<file path="config.mk">
export PLATFORM = sky130hd
export DESIGN_NAME = msgpack_value_encoder_flat
export DESIGN_NICKNAME = d
export VERILOG_FILES = /design/src/rtl/mpe_pkg.sv /design/src/rtl/mpe_in_if.sv /design/src/rtl/mpe_out_if.sv /design/src/rtl/mpe_cfg_if.sv /design/src/rtl/mpe_seq.sv /design/src/rtl/msgpack_value_encoder.sv /design/src/flat_wrapper.sv
export SDC_FILE = /design/constraint.sdc
export NUM_CORES = 1
export LEC_CHECK = 0
export ABC_CLOCK_PERIOD_IN_PS = 17500
export BUFFER_PORTS_ARGS = -buffer_cell sky130_fd_sc_hd__buf_2
export CAP_MARGIN = 20
export CELL_PAD_IN_SITES_DETAIL_PLACEMENT = 2
export CELL_PAD_IN_SITES_GLOBAL_PLACEMENT = 2
export CORE_MARGIN = 3
export CORE_UTILIZATION = 41
export CTS_BUF_LIST = sky130_fd_sc_hd__clkbuf_8
export DETAILED_ROUTE_END_ITERATION = 16
export PLACE_DENSITY = 0.95
export SYNTH_ARGS = -nofsm -noshare
export SYNTH_HDL_FRONTEND = slang
export SYNTH_SLANG_ARGS = --single-unit
</file>
<file path="constraint.sdc">
create_clock -name i_clk -period 17.5 [get_ports i_clk]
set_input_delay 2.625 -clock i_clk [delete_from_list [all_inputs] [get_ports i_clk]]
set_output_delay 2.625 -clock i_clk [all_outputs]
set_load 0.05 [all_outputs]
</file>
<file path="src/rtl/mpe_pkg.sv">
// ----------------------------------------------------------------------------
// mpe_pkg
// Shared types, codes and the microcode ROM of the MessagePack value encoder.
// ----------------------------------------------------------------------------
package mpe_pkg;

    localparam int FUNC_W  = 4;
    localparam int VALUE_W = 64;
    localparam int BYTE_W  = 8;
    localparam int CAP_W   = 32;

    // Request function codes
    localparam logic [FUNC_W-1:0] FN_NIL     = 4'd0;
    localparam logic [FUNC_W-1:0] FN_BOOL    = 4'd1;
    localparam logic [FUNC_W-1:0] FN_UINT    = 4'd2;
    localparam logic [FUNC_W-1:0] FN_INT     = 4'd3;
    localparam logic [FUNC_W-1:0] FN_F32     = 4'd4;
    localparam logic [FUNC_W-1:0] FN_F64     = 4'd5;
    localparam logic [FUNC_W-1:0] FN_STR     = 4'd6;
    localparam logic [FUNC_W-1:0] FN_BIN     = 4'd7;
    localparam logic [FUNC_W-1:0] FN_MAP     = 4'd8;
    localparam logic [FUNC_W-1:0] FN_ARRAY   = 4'd9;
    localparam logic [FUNC_W-1:0] FN_PAYLOAD = 4'd10;
    localparam logic [FUNC_W-1:0] FN_RESTART = 4'd11;

    // MessagePack tags
    localparam logic [7:0] TAG_NIL     = 8'hc0;
    localparam logic [7:0] TAG_FALSE   = 8'hc2;
    localparam logic [7:0] TAG_TRUE    = 8'hc3;
    localparam logic [7:0] TAG_BIN8    = 8'hc4;
    localparam logic [7:0] TAG_BIN16   = 8'hc5;
    localparam logic [7:0] TAG_BIN32   = 8'hc6;
    localparam logic [7:0] TAG_F32     = 8'hca;
    localparam logic [7:0] TAG_F64     = 8'hcb;
    localparam logic [7:0] TAG_U8      = 8'hcc;
    localparam logic [7:0] TAG_U16     = 8'hcd;
    localparam logic [7:0] TAG_U32     = 8'hce;
    localparam logic [7:0] TAG_U64     = 8'hcf;
    localparam logic [7:0] TAG_I8      = 8'hd0;
    localparam logic [7:0] TAG_I16     = 8'hd1;
    localparam logic [7:0] TAG_I32     = 8'hd2;
    localparam logic [7:0] TAG_I64     = 8'hd3;
    localparam logic [7:0] TAG_STR8    = 8'hd9;
    localparam logic [7:0] TAG_STR16   = 8'hda;
    localparam logic [7:0] TAG_STR32   = 8'hdb;
    localparam logic [7:0] TAG_ARR16   = 8'hdc;
    localparam logic [7:0] TAG_ARR32   = 8'hdd;
    localparam logic [7:0] TAG_MAP16   = 8'hde;
    localparam logic [7:0] TAG_MAP32   = 8'hdf;
    localparam logic [7:0] TAG_FIXMAP  = 8'h80;
    localparam logic [7:0] TAG_FIXARR  = 8'h90;
    localparam logic [7:0] TAG_FIXSTR  = 8'ha0;

    typedef enum logic [2:0] {
        OP_IDLE,
        OP_DECODE,
        OP_CHECK,
        OP_BINCHK,
        OP_EMIT_TAG,
        OP_EMIT_DATA,
        OP_EMPTY
    } t_op;

    typedef enum logic [1:0] {
        CND_NEVER,
        CND_NONE,
        CND_NB_ZERO,
        CND_LAST
    } t_cond;

    typedef logic [2:0] t_step;

    typedef struct packed {
        t_op   op;
        t_cond cond;
        t_step jmp;
        t_step nxt;
    } t_uword;

    typedef struct packed {
        logic none;
        logic nb_zero;
        logic last;
    } t_flags;

    localparam t_step ST_IDLE  = 3'd0;
    localparam t_step ST_DEC   = 3'd1;
    localparam t_step ST_CHK   = 3'd2;
    localparam t_step ST_BCHK  = 3'd3;
    localparam t_step ST_TAG   = 3'd4;
    localparam t_step ST_DATA  = 3'd5;
    localparam t_step ST_EMPTY = 3'd6;

    function automatic t_uword ucode_rom(input t_step addr);
        t_uword w;
        case (addr)
            ST_IDLE:  w = '{OP_IDLE,      CND_NEVER,   ST_IDLE,  ST_DEC};
            ST_DEC:   w = '{OP_DECODE,    CND_NEVER,   ST_IDLE,  ST_CHK};
            ST_CHK:   w = '{OP_CHECK,     CND_NEVER,   ST_IDLE,  ST_BCHK};
            ST_BCHK:  w = '{OP_BINCHK,    CND_NONE,    ST_EMPTY, ST_TAG};
            ST_TAG:   w = '{OP_EMIT_TAG,  CND_NB_ZERO, ST_IDLE,  ST_DATA};
            ST_DATA:  w = '{OP_EMIT_DATA, CND_LAST,    ST_IDLE,  ST_DATA};
            ST_EMPTY: w = '{OP_EMPTY,     CND_NEVER,   ST_IDLE,  ST_IDLE};
            default:  w = '{OP_IDLE,      CND_NEVER,   ST_IDLE,  ST_IDLE};
        endcase
        return w;
    endfunction

endpackage

</file>
<file path="src/rtl/mpe_in_if.sv">
// ----------------------------------------------------------------------------
// mpe_in_if
// Request channel: one value to encode per accepted request.
// ----------------------------------------------------------------------------
interface mpe_in_if;
    logic                          valid;
    logic                          ready;
    logic [mpe_pkg::FUNC_W-1:0]    func;
    logic [mpe_pkg::VALUE_W-1:0]   value;
    logic [mpe_pkg::BYTE_W-1:0]    data_byte;

    modport source (output valid, func, value, data_byte, input ready);
    modport sink   (input valid, func, value, data_byte, output ready);
endinterface

</file>
<file path="src/rtl/mpe_out_if.sv">
// ----------------------------------------------------------------------------
// mpe_out_if
// Result channel: one encoded byte with status and last marker.
// ----------------------------------------------------------------------------
interface mpe_out_if;
    logic                        valid;
    logic                        ready;
    logic [mpe_pkg::BYTE_W-1:0]  out_byte;
    logic                        byte_valid;
    logic                        status;
    logic                        last;

    modport source (output valid, out_byte, byte_valid, status, last, input ready);
    modport sink   (input valid, out_byte, byte_valid, status, last, output ready);
endinterface

</file>
<file path="src/rtl/mpe_cfg_if.sv">
// ----------------------------------------------------------------------------
// mpe_cfg_if
// Configuration write channel for the buffer capacity register.
// ----------------------------------------------------------------------------
interface mpe_cfg_if;
    logic                       valid;
    logic                       ready;
    logic [mpe_pkg::CAP_W-1:0]  data;

    modport source (output valid, data, input ready);
    modport sink   (input valid, data, output ready);
endinterface

</file>
<file path="src/rtl/mpe_seq.sv">
// ----------------------------------------------------------------------------
// mpe_seq
// Microcode sequencer: step counter, control ROM and conditional jumps.
// ----------------------------------------------------------------------------
module mpe_seq (
    input  logic            i_clk,
    input  logic            i_rst_n,
    input  logic            i_op_done,
    input  mpe_pkg::t_flags i_flags,
    output mpe_pkg::t_op    o_op
);

    mpe_pkg::t_step  r_step;
    mpe_pkg::t_step  n_step;
    mpe_pkg::t_uword w;
    logic            take;

    always_comb begin
        w = mpe_pkg::ucode_rom(r_step);
        unique case (w.cond)
            mpe_pkg::CND_NEVER:   take = 1'b0;
            mpe_pkg::CND_NONE:    take = i_flags.none;
            mpe_pkg::CND_NB_ZERO: take = i_flags.nb_zero;
            mpe_pkg::CND_LAST:    take = i_flags.last;
            default:              take = 1'b0;
        endcase
        // hold the step until its operation completes
        n_step = r_step;
        if (i_op_done) begin
            n_step = take ? w.jmp : w.nxt;
        end
    end

    always_ff @(posedge i_clk) begin
        if (!i_rst_n) begin
            r_step <= mpe_pkg::ST_IDLE;
        end else begin
            r_step <= n_step;
        end
    end

    assign o_op = w.op;

endmodule

</file>
<file path="src/rtl/msgpack_value_encoder.sv">
// ----------------------------------------------------------------------------
// msgpack_value_encoder
// Encodes one value per request as big-endian MessagePack bytes under a
// byte budget reloaded from the capacity register.
// ----------------------------------------------------------------------------
// Sequence: accept in idle, then decode, check and bin check, then one result
//   per cycle while the output is taken.
// Results: n per request, n = 1..9, set by the microcode program, which emits one
//   byte per step; the next request is accepted only once it is back in idle.
// Reset: synchronous active low; budget and capacity clear to zero,
//   sequencer returns to idle, output holds no result.
// ----------------------------------------------------------------------------
module msgpack_value_encoder (
    input  logic         i_clk,
    input  logic         i_rst_n,
    mpe_in_if.sink       i_in,
    mpe_cfg_if.sink      i_cfg,
    mpe_out_if.source    o_out
);

    // Sequencer control
    mpe_pkg::t_op    op;
    mpe_pkg::t_flags flags;
    logic            op_done;
    logic            out_free;
    logic            in_acc;

    // Latched request
    logic [mpe_pkg::FUNC_W-1:0]  r_func;
    logic [mpe_pkg::VALUE_W-1:0] r_value;
    logic [mpe_pkg::BYTE_W-1:0]  r_data;

    // Decoded header: tag byte plus r_nb value bytes
    logic [7:0] r_tag;
    logic [3:0] r_nb;
    logic       r_none;
    logic       r_stat;
    logic       r_str;
    logic       r_bin;

    // Budget and capacity
    logic [mpe_pkg::CAP_W-1:0] r_budget;
    logic [mpe_pkg::CAP_W-1:0] r_cap;

    // Output register
    logic       r_o_valid;
    logic [7:0] r_o_byte;
    logic       r_o_bvalid;
    logic       r_o_stat;
    logic       r_o_last;

    // Decode results
    logic [7:0] d_tag;
    logic [3:0] d_nb;
    logic       d_none;
    logic       d_stat;
    logic       d_str;
    logic       d_bin;

    logic       hi_zero;
    logic       le_7f;
    logic       le_ff;
    logic       le_ffff;
    logic       le_1f;
    logic       le_0f;

    // Fit check
    logic [3:0]              hlen;
    logic [mpe_pkg::CAP_W:0] need;
    logic                    fits;
    logic [2:0]              byte_sel;
    logic [7:0]              data_out;

    mpe_seq u_seq (
        .i_clk     (i_clk),
        .i_rst_n   (i_rst_n),
        .i_op_done (op_done),
        .i_flags   (flags),
        .o_op      (op)
    );

    assign i_in.ready  = (op == mpe_pkg::OP_IDLE);
    assign i_cfg.ready = 1'b1;
    assign in_acc      = i_in.valid & i_in.ready;
    assign out_free    = !r_o_valid || o_out.ready;

    assign flags.none    = r_none;
    assign flags.nb_zero = (r_nb == 4'd0);
    assign flags.last    = (r_nb == 4'd1);

    // Idle waits for a request, emit steps wait for a free output slot
    always_comb begin
        unique case (op)
            mpe_pkg::OP_IDLE:      op_done = in_acc;
            mpe_pkg::OP_EMIT_TAG,
            mpe_pkg::OP_EMIT_DATA,
            mpe_pkg::OP_EMPTY:     op_done = out_free;
            default:               op_done = 1'b1;
        endcase
    end

    // Range tests on the latched value
    assign hi_zero = (r_value[63:32] == 32'd0);
    assign le_0f   = hi_zero && (r_value[31:4] == 28'd0);
    assign le_1f   = hi_zero && (r_value[31:5] == 27'd0);
    assign le_7f   = hi_zero && (r_value[31:7] == 25'd0);
    assign le_ff   = hi_zero && (r_value[31:8] == 24'd0);
    assign le_ffff = hi_zero && (r_value[31:16] == 16'd0);

    // Pick the smallest form; single-byte forms carry everything in the tag
    always_comb begin
        d_tag  = 8'd0;
        d_nb   = 4'd0;
        d_none = 1'b0;
        d_stat = 1'b0;
        d_str  = 1'b0;
        d_bin  = 1'b0;
        case (r_func)
            mpe_pkg::FN_NIL:  d_tag = mpe_pkg::TAG_NIL;
            mpe_pkg::FN_BOOL: d_tag = (r_value != '0) ? mpe_pkg::TAG_TRUE : mpe_pkg::TAG_FALSE;
            mpe_pkg::FN_UINT, mpe_pkg::FN_INT: begin
                if (!r_value[63] || r_func == mpe_pkg::FN_UINT) begin
                    priority if (le_7f) begin
                        d_tag = r_value[7:0];
                    end else if (le_ff) begin
                        d_tag = mpe_pkg::TAG_U8;  d_nb = 4'd1;
                    end else if (le_ffff) begin
                        d_tag = mpe_pkg::TAG_U16; d_nb = 4'd2;
                    end else if (hi_zero) begin
                        d_tag = mpe_pkg::TAG_U32; d_nb = 4'd4;
                    end else begin
                        d_tag = mpe_pkg::TAG_U64; d_nb = 4'd8;
                    end
                end else begin
                    // negative: count sign-extension ones
                    priority if (&r_value[63:5]) begin
                        d_tag = r_value[7:0];
                    end else if (&r_value[63:7]) begin
                        d_tag = mpe_pkg::TAG_I8;  d_nb = 4'd1;
                    end else if (&r_value[63:15]) begin
                        d_tag = mpe_pkg::TAG_I16; d_nb = 4'd2;
                    end else if (&r_value[63:31]) begin
                        d_tag = mpe_pkg::TAG_I32; d_nb = 4'd4;
                    end else begin
                        d_tag = mpe_pkg::TAG_I64; d_nb = 4'd8;
                    end
                end
            end
            mpe_pkg::FN_F32: begin
                d_tag = mpe_pkg::TAG_F32; d_nb = 4'd4;
            end
            mpe_pkg::FN_F64: begin
                d_tag = mpe_pkg::TAG_F64; d_nb = 4'd8;
            end
            mpe_pkg::FN_STR: begin
                d_str = 1'b1;
                priority if (!hi_zero) begin
                    d_none = 1'b1; d_stat = 1'b1; d_str = 1'b0;
                end else if (le_1f) begin
                    d_tag = mpe_pkg::TAG_FIXSTR | r_value[7:0];
                end else if (le_ff) begin
                    d_tag = mpe_pkg::TAG_STR8;  d_nb = 4'd1;
                end else if (le_ffff) begin
                    d_tag = mpe_pkg::TAG_STR16; d_nb = 4'd2;
                end else begin
                    d_tag = mpe_pkg::TAG_STR32; d_nb = 4'd4;
                end
            end
            mpe_pkg::FN_BIN: begin
                d_bin = 1'b1;
                priority if (!hi_zero) begin
                    d_none = 1'b1; d_stat = 1'b1; d_bin = 1'b0;
                end else if (le_ff) begin
                    d_tag = mpe_pkg::TAG_BIN8;  d_nb = 4'd1;
                end else if (le_ffff) begin
                    d_tag = mpe_pkg::TAG_BIN16; d_nb = 4'd2;
                end else begin
                    d_tag = mpe_pkg::TAG_BIN32; d_nb = 4'd4;
                end
            end
            mpe_pkg::FN_MAP, mpe_pkg::FN_ARRAY: begin
                priority if (!hi_zero) begin
                    d_none = 1'b1; d_stat = 1'b1;
                end else if (le_0f) begin
                    d_tag = ((r_func == mpe_pkg::FN_MAP) ? mpe_pkg::TAG_FIXMAP
                                                         : mpe_pkg::TAG_FIXARR)
                            | r_value[7:0];
                end else if (le_ffff) begin
                    d_tag = (r_func == mpe_pkg::FN_MAP) ? mpe_pkg::TAG_MAP16
                                                        : mpe_pkg::TAG_ARR16;
                    d_nb  = 4'd2;
                end else begin
                    d_tag = (r_func == mpe_pkg::FN_MAP) ? mpe_pkg::TAG_MAP32
                                                        : mpe_pkg::TAG_ARR32;
                    d_nb  = 4'd4;
                end
            end
            mpe_pkg::FN_PAYLOAD: d_tag = r_data;
            default:             d_none = 1'b1;   // restart and unused codes
        endcase
    end

    // Header plus declared str payload must fit the budget
    assign hlen = r_nb + 4'd1;
    assign need = {{(mpe_pkg::CAP_W - 3){1'b0}}, hlen}
                + {1'b0, (r_str ? r_value[31:0] : 32'd0)};
    assign fits = ({1'b0, r_budget} >= need);

    // Value bytes leave most significant first
    assign byte_sel = 3'(r_nb - 4'd1);
    assign data_out = r_value[{byte_sel, 3'b000} +: 8];

    // Control registers: budget, capacity, output valid
    always_ff @(posedge i_clk) begin
        if (!i_rst_n) begin
            r_budget  <= '0;
            r_cap     <= '0;
            r_o_valid <= 1'b0;
        end else begin
            if (i_cfg.valid && i_cfg.ready) begin
                r_cap <= i_cfg.data;
            end
            if (op == mpe_pkg::OP_DECODE && r_func == mpe_pkg::FN_RESTART) begin
                r_budget <= r_cap;
            end
            if (op == mpe_pkg::OP_CHECK && !r_none && fits) begin
                r_budget <= r_budget - {{(mpe_pkg::CAP_W - 4){1'b0}}, hlen};
            end
            if ((op == mpe_pkg::OP_EMIT_TAG || op == mpe_pkg::OP_EMIT_DATA
                 || op == mpe_pkg::OP_EMPTY) && out_free) begin
                r_o_valid <= 1'b1;
            end else if (o_out.ready) begin
                r_o_valid <= 1'b0;
            end
        end
    end

    // Datapath registers
    always_ff @(posedge i_clk) begin
        if (in_acc) begin
            r_func  <= i_in.func;
            r_value <= i_in.value;
            r_data  <= i_in.data_byte;
        end
        unique case (op)
            mpe_pkg::OP_DECODE: begin
                r_tag  <= d_tag;
                r_nb   <= d_nb;
                r_none <= d_none;
                r_stat <= d_stat;
                r_str  <= d_str;
                r_bin  <= d_bin;
            end
            mpe_pkg::OP_CHECK: begin
                // drop the whole header on overflow
                if (!r_none && !fits) begin
                    r_none <= 1'b1;
                    r_stat <= 1'b1;
                end
            end
            mpe_pkg::OP_BINCHK: begin
                if (r_bin && !r_none && (r_budget < r_value[31:0])) begin
                    r_stat <= 1'b1;
                end
            end
            mpe_pkg::OP_EMIT_TAG: begin
                if (out_free) begin
                    r_o_byte   <= r_tag;
                    r_o_bvalid <= 1'b1;
                    r_o_stat   <= r_stat;
                    r_o_last   <= (r_nb == 4'd0);
                end
            end
            mpe_pkg::OP_EMIT_DATA: begin
                if (out_free) begin
                    r_o_byte   <= data_out;
                    r_o_bvalid <= 1'b1;
                    r_o_stat   <= r_stat;
                    r_o_last   <= (r_nb == 4'd1);
                    r_nb       <= r_nb - 4'd1;
                end
            end
            mpe_pkg::OP_EMPTY: begin
                if (out_free) begin
                    r_o_byte   <= 8'd0;
                    r_o_bvalid <= 1'b0;
                    r_o_stat   <= r_stat;
                    r_o_last   <= 1'b1;
                end
            end
            default: begin
            end
        endcase
    end

    assign o_out.valid      = r_o_valid;
    assign o_out.out_byte   = r_o_byte;
    assign o_out.byte_valid = r_o_bvalid;
    assign o_out.status     = r_o_stat;
    assign o_out.last       = r_o_last;

endmodule

</file>
<file path="src/flat_wrapper.sv">
// flat-port wrapper written by rule: the top's interface ports become plain ports
module msgpack_value_encoder_flat 
  (i_clk, i_rst_n, i_in_valid, i_in_func, i_in_value, i_in_data_byte, i_in_ready, i_cfg_valid, i_cfg_data, i_cfg_ready, o_out_valid, o_out_out_byte, o_out_byte_valid, o_out_status, o_out_last, o_out_ready);
  mpe_in_if i_in_i ();
  mpe_cfg_if i_cfg_i ();
  mpe_out_if o_out_i ();
  input  logic i_clk;
  input  logic i_rst_n;
  input wire logic [$bits(i_in_i.valid)-1:0] i_in_valid;
  input wire logic [$bits(i_in_i.func)-1:0] i_in_func;
  input wire logic [$bits(i_in_i.value)-1:0] i_in_value;
  input wire logic [$bits(i_in_i.data_byte)-1:0] i_in_data_byte;
  output wire logic [$bits(i_in_i.ready)-1:0] i_in_ready;
  input wire logic [$bits(i_cfg_i.valid)-1:0] i_cfg_valid;
  input wire logic [$bits(i_cfg_i.data)-1:0] i_cfg_data;
  output wire logic [$bits(i_cfg_i.ready)-1:0] i_cfg_ready;
  output wire logic [$bits(o_out_i.valid)-1:0] o_out_valid;
  output wire logic [$bits(o_out_i.out_byte)-1:0] o_out_out_byte;
  output wire logic [$bits(o_out_i.byte_valid)-1:0] o_out_byte_valid;
  output wire logic [$bits(o_out_i.status)-1:0] o_out_status;
  output wire logic [$bits(o_out_i.last)-1:0] o_out_last;
  input wire logic [$bits(o_out_i.ready)-1:0] o_out_ready;
  assign i_in_i.valid = i_in_valid;
  assign i_in_i.func = i_in_func;
  assign i_in_i.value = i_in_value;
  assign i_in_i.data_byte = i_in_data_byte;
  assign i_in_ready = i_in_i.ready;
  assign i_cfg_i.valid = i_cfg_valid;
  assign i_cfg_i.data = i_cfg_data;
  assign i_cfg_ready = i_cfg_i.ready;
  assign o_out_valid = o_out_i.valid;
  assign o_out_out_byte = o_out_i.out_byte;
  assign o_out_byte_valid = o_out_i.byte_valid;
  assign o_out_status = o_out_i.status;
  assign o_out_last = o_out_i.last;
  assign o_out_i.ready = o_out_ready;
  msgpack_value_encoder u_core (.i_clk(i_clk), .i_rst_n(i_rst_n), .i_in(i_in_i), .i_cfg(i_cfg_i), .o_out(o_out_i));
endmodule
</file>
==> results.yml <==
run_status:
  outcome: "finished, final reports clean"
min_path:
  hp-start: "u_core.r_stat"
  worst_hold_path_type: "reg2reg"
  min_to: "u_core.o_out.status"
  hold_depth: 0
route:
  firstDrtPassIters: 6
  wl_per_cell_um: 28.95
  route.vias.total: 9964
  via_per_inst: 6.586
  drt-initial-drc-count: 1130
  antenna_left: 0
  drcViolationCount: 0
  wl_um: 43810
synthesis:
  synth_seq_area_share: 0.4282
  synthAdderAreaFrac: 0.09263
  ys_ff_latch: 171
  synthArstFlopShare: 0
  synth_xor_area_frac: 0.02863
  syn_inst: 1071
  synth_compound_area_frac: 0.1433
  synth_top_family_by_area: "simple AND/OR/NAND/NOR gates"
  synthSimpleGateAreaFrac: 0.1899
  synth_mux_area_frac: 0.07927
  yosys_warnings: 0
  synth-edff-count: 103
  yosysUniqueCellTypes: 74
  synth-main-ff-cell: "edfxtp_1"
  synth_nets: 1259
  syn_area_per_cell_um2: 9.712
  netlist_area_um2: 10400
timing:
  fin_crit_ps: 8111
  finalHoldViolCount: 0
  setup-violations-final: 0
  max_clock_freq_mhz: 123.3
  rsz0062_at_grt: "no"
  slew-limit-headroom: 0.2796
  fin_setup_tns_ps: 0
  fin_skew_ps: 20.53
  slew_viol_final: 0
  worst_pin_slew_ps: 1078
  period_share: 0.4635
  setup_ws_ps: 9389
worst_setup_path:
  r2r_setup_slack_ps: 9390
  required_ps: 17930
  regToRegStartpoint: "u_core.r_nb[0]"
  slowest_stage: "ha_1"
  slowest_delay_ps: 920
  arrival_ps: 8540
  reg2reg_depth: 21
  startpoint_type: "flip-flop"
  end_kind: "flip-flop"
  r2r-end: "u_core.r_budget[19]"
  crit_fanout: 28
  cp_cell_sequence: "inv_1 > ha_1 > inv_1 > fa_1 > nand2b_1 > a21oi_1 > nand2_1 > or3_1 > nor2_1 > nand4_1 > xnor2_1 > nand2_1 > ha_1 > a21oi_1 > o21ai_0 > a21oi_1 > nor3_1 > a21o_1 > nand2_1 > or4_1 > a31oi_1"
  crit_type: "reg2reg"
placed_design:
  place.gp.congestion: 0.9633
  place_ws_ps: 9331
  placed_area_um2: 11290
  placedCellCount: 1477
  port_buffers: 125
  dp_hpwl_um: 30730
clock_network:
  cts_resized: 0
  clockRootBuffer: "clkbuf_8"
  clock-sinks: 171
  cts_max_level: 4
  hold_buffers: 0
  cts_buffer_depth: 2
  cts_tree: "built"
  postCtsSetupBuffers: 0
  clk_pin_slew_ps: 110
  clkLatencyLatePin_ps: 510
  numCtsBuffers: 17
global_route:
  grt_pass1_wl_um: 65430
  grt_overflow: 0
  grt_antenna_before_repair: 1
  grt_pass1_vias: 11060
  grt_max_degree: 77
  grt_util_all_layers: 0.3170
layout:
  nets: 1362
  final_util: 0.4757
  fin_area_um2: 11710
  layout_commonest_cell: "buf_2"
  drive_gt1_frac: 0.1668
  syn2layout_area_growth_pct: 12.53
  final_cells: 1513
  layout_common_cells: "buf_2, nand2_1, edfxtp_1"
die:
  initial_utilization: 0.4227
  dieArea_um2: 27320
  rows: 57
  fp.dieW_um: 165.3
  ios: 127
  core_area_um2: 24600
  fp.dieH_um: 165.3
power:
  ir_drop_mv: 0.1501
  cellLeakagePower_nw: 4.772
  power-per-cell-area_nw_per_um2: 130.8
flow_run:
  drv_cap: 0
[layout make-up]
type                       count  area [um2]
fill                        2610       12900
sequential                   171        4454
antenna                        2       5.005
multi-input combinational    801        5570
clock inverter                15       142.6
clock buffer                  17       234.0
tap                          324       405.4
inverter                      50       187.7
timing repair buffer         133       705.7
[sequential cells by signal (all words and copies together) (netlist names)]
name	cells
u_core.r_func	4
u_core.o_out.byte_valid	1
u_core.r_budget	32
u_core.u_seq.r_step	3
u_core.o_out.out_byte	8
u_core.r_none	1
u_core.r_data	8
u_core.r_value	64
u_core.r_cap	32
u_core.r_tag	8
u_core.r_str	1
u_core.r_stat	1
u_core.o_out.last	1
u_core.o_out.valid	1
u_core.o_out.status	1
u_core.r_nb	4
u_core.r_bin	1
[Yosys cell counts, types with 3 or more instances]
master / instances / share of area
buf_1: 5 / 0.0018
nor4_1: 24 / 0.014
nor2_1: 87 / 0.031
o21bai_1: 5 / 0.0036
edfxtp_1: 103 / 0.30
o211ai_1: 8 / 0.0058
a31oi_1: 16 / 0.0096
mux2i_1: 43 / 0.041
nand4_1: 28 / 0.017
or4_1: 15 / 0.011
nand3_1: 29 / 0.014
dfxtp_1: 68 / 0.13
nor3_1: 25 / 0.012
a211oi_1: 7 / 0.0051
nand2b_1: 10 / 0.0060
o31a_1: 3 / 0.0025
o31ai_1: 3 / 0.0022
a2bb2oi_1: 3 / 0.0025
or2_2: 4 / 0.0024
inv_1: 50 / 0.018
a21o_1: 15 / 0.011
o22ai_1: 8 / 0.0048
nand2_1: 120 / 0.043
or3_1: 10 / 0.0060
o21ai_0: 55 / 0.026
mux4_2: 16 / 0.035
o21a_1: 9 / 0.0065
ha_1: 73 / 0.088
o311ai_0: 11 / 0.0093
clkbuf_1: 40 / 0.014
xor2_1: 9 / 0.0076
mux2_2: 3 / 0.0032
a22oi_1: 5 / 0.0036
xnor2_1: 25 / 0.021
nor2b_1: 13 / 0.0078
a21oi_1: 58 / 0.028
and3_1: 8 / 0.0048
and2_1: 6 / 0.0036
[cells by family (layout without fill, tap and decap cells)]
| family | Yosys count | in the layout |
|---|---|---|
| AO/OA/AOI/OAI | 231 | 231 |
| other | 1 | 3 |
| multiplexers | 62 | 62 |
| buffers and inverters | 99 | 215 |
| flip-flops | 171 | 171 |
| AND/OR/NAND/NOR | 397 | 397 |
| XOR/XNOR | 34 | 34 |
| adder cells (fa/ha/maj) | 76 | 76 |
[critical path, delay by kind of cell (launching register included)]
kind,cells,cell delay [ps]
and+or+nand+nor,9,3270
DFF,1,620
AOI/OAI and AO/OA,6,1630
buffers and inverters,2,500
xor gates and xnor gates,1,220
adders and majority gates,3,1800
[power breakdown]
part	switching, mW	internal [mW]
Sequential	0.112	0.529
Combinational	0.394	0.203
Clock	0.187	0.106
[per-layer routing]
metal	wire [um]	GRT usage	part of all wire	up-vias
met5	0	0	0	-
met4	2275	0.1632	0.052	0
met3	3237	0.07109	0.074	199
met1	16750	0.3733	0.38	5012
li1	-	-	-	4206
met2	21540	0.5408	0.49	547
[through the flow]
| step | hold WS, ps | power [mW] |
|---|---|---|
| 2_1_floorplan | 400.3 | 0.9672 |
| 3_3_place_gp | 411.1 | 1.127 |
| 3_5_place_dp | 433.9 | 1.194 |
| 4_1_cts | 459.3 | 1.502 |
| 5_1_grt | 470.1 | 1.587 |
| 6_report | 454.0 | 1.531 |
[worst max-delay path by stage]
| stage | from | depth (start not counted) | to |
|---|---|---|---|
| after floorplan | u_core.r_nb[0] | 25 | u_core.r_budget[21] |
| after global placement | u_core.r_nb[0] | 21 | u_core.r_budget[9] |
| after detailed placement | u_core.r_nb[0] | 21 | u_core.r_budget[19] |
| after CTS | u_core.r_nb[0] | 21 | u_core.r_budget[19] |
| after global routing | u_core.r_nb[0] | 21 | u_core.r_budget[19] |
| final | u_core.r_nb[0] | 21 | u_core.r_budget[19] |
Power figures use the tool's default switching activity.
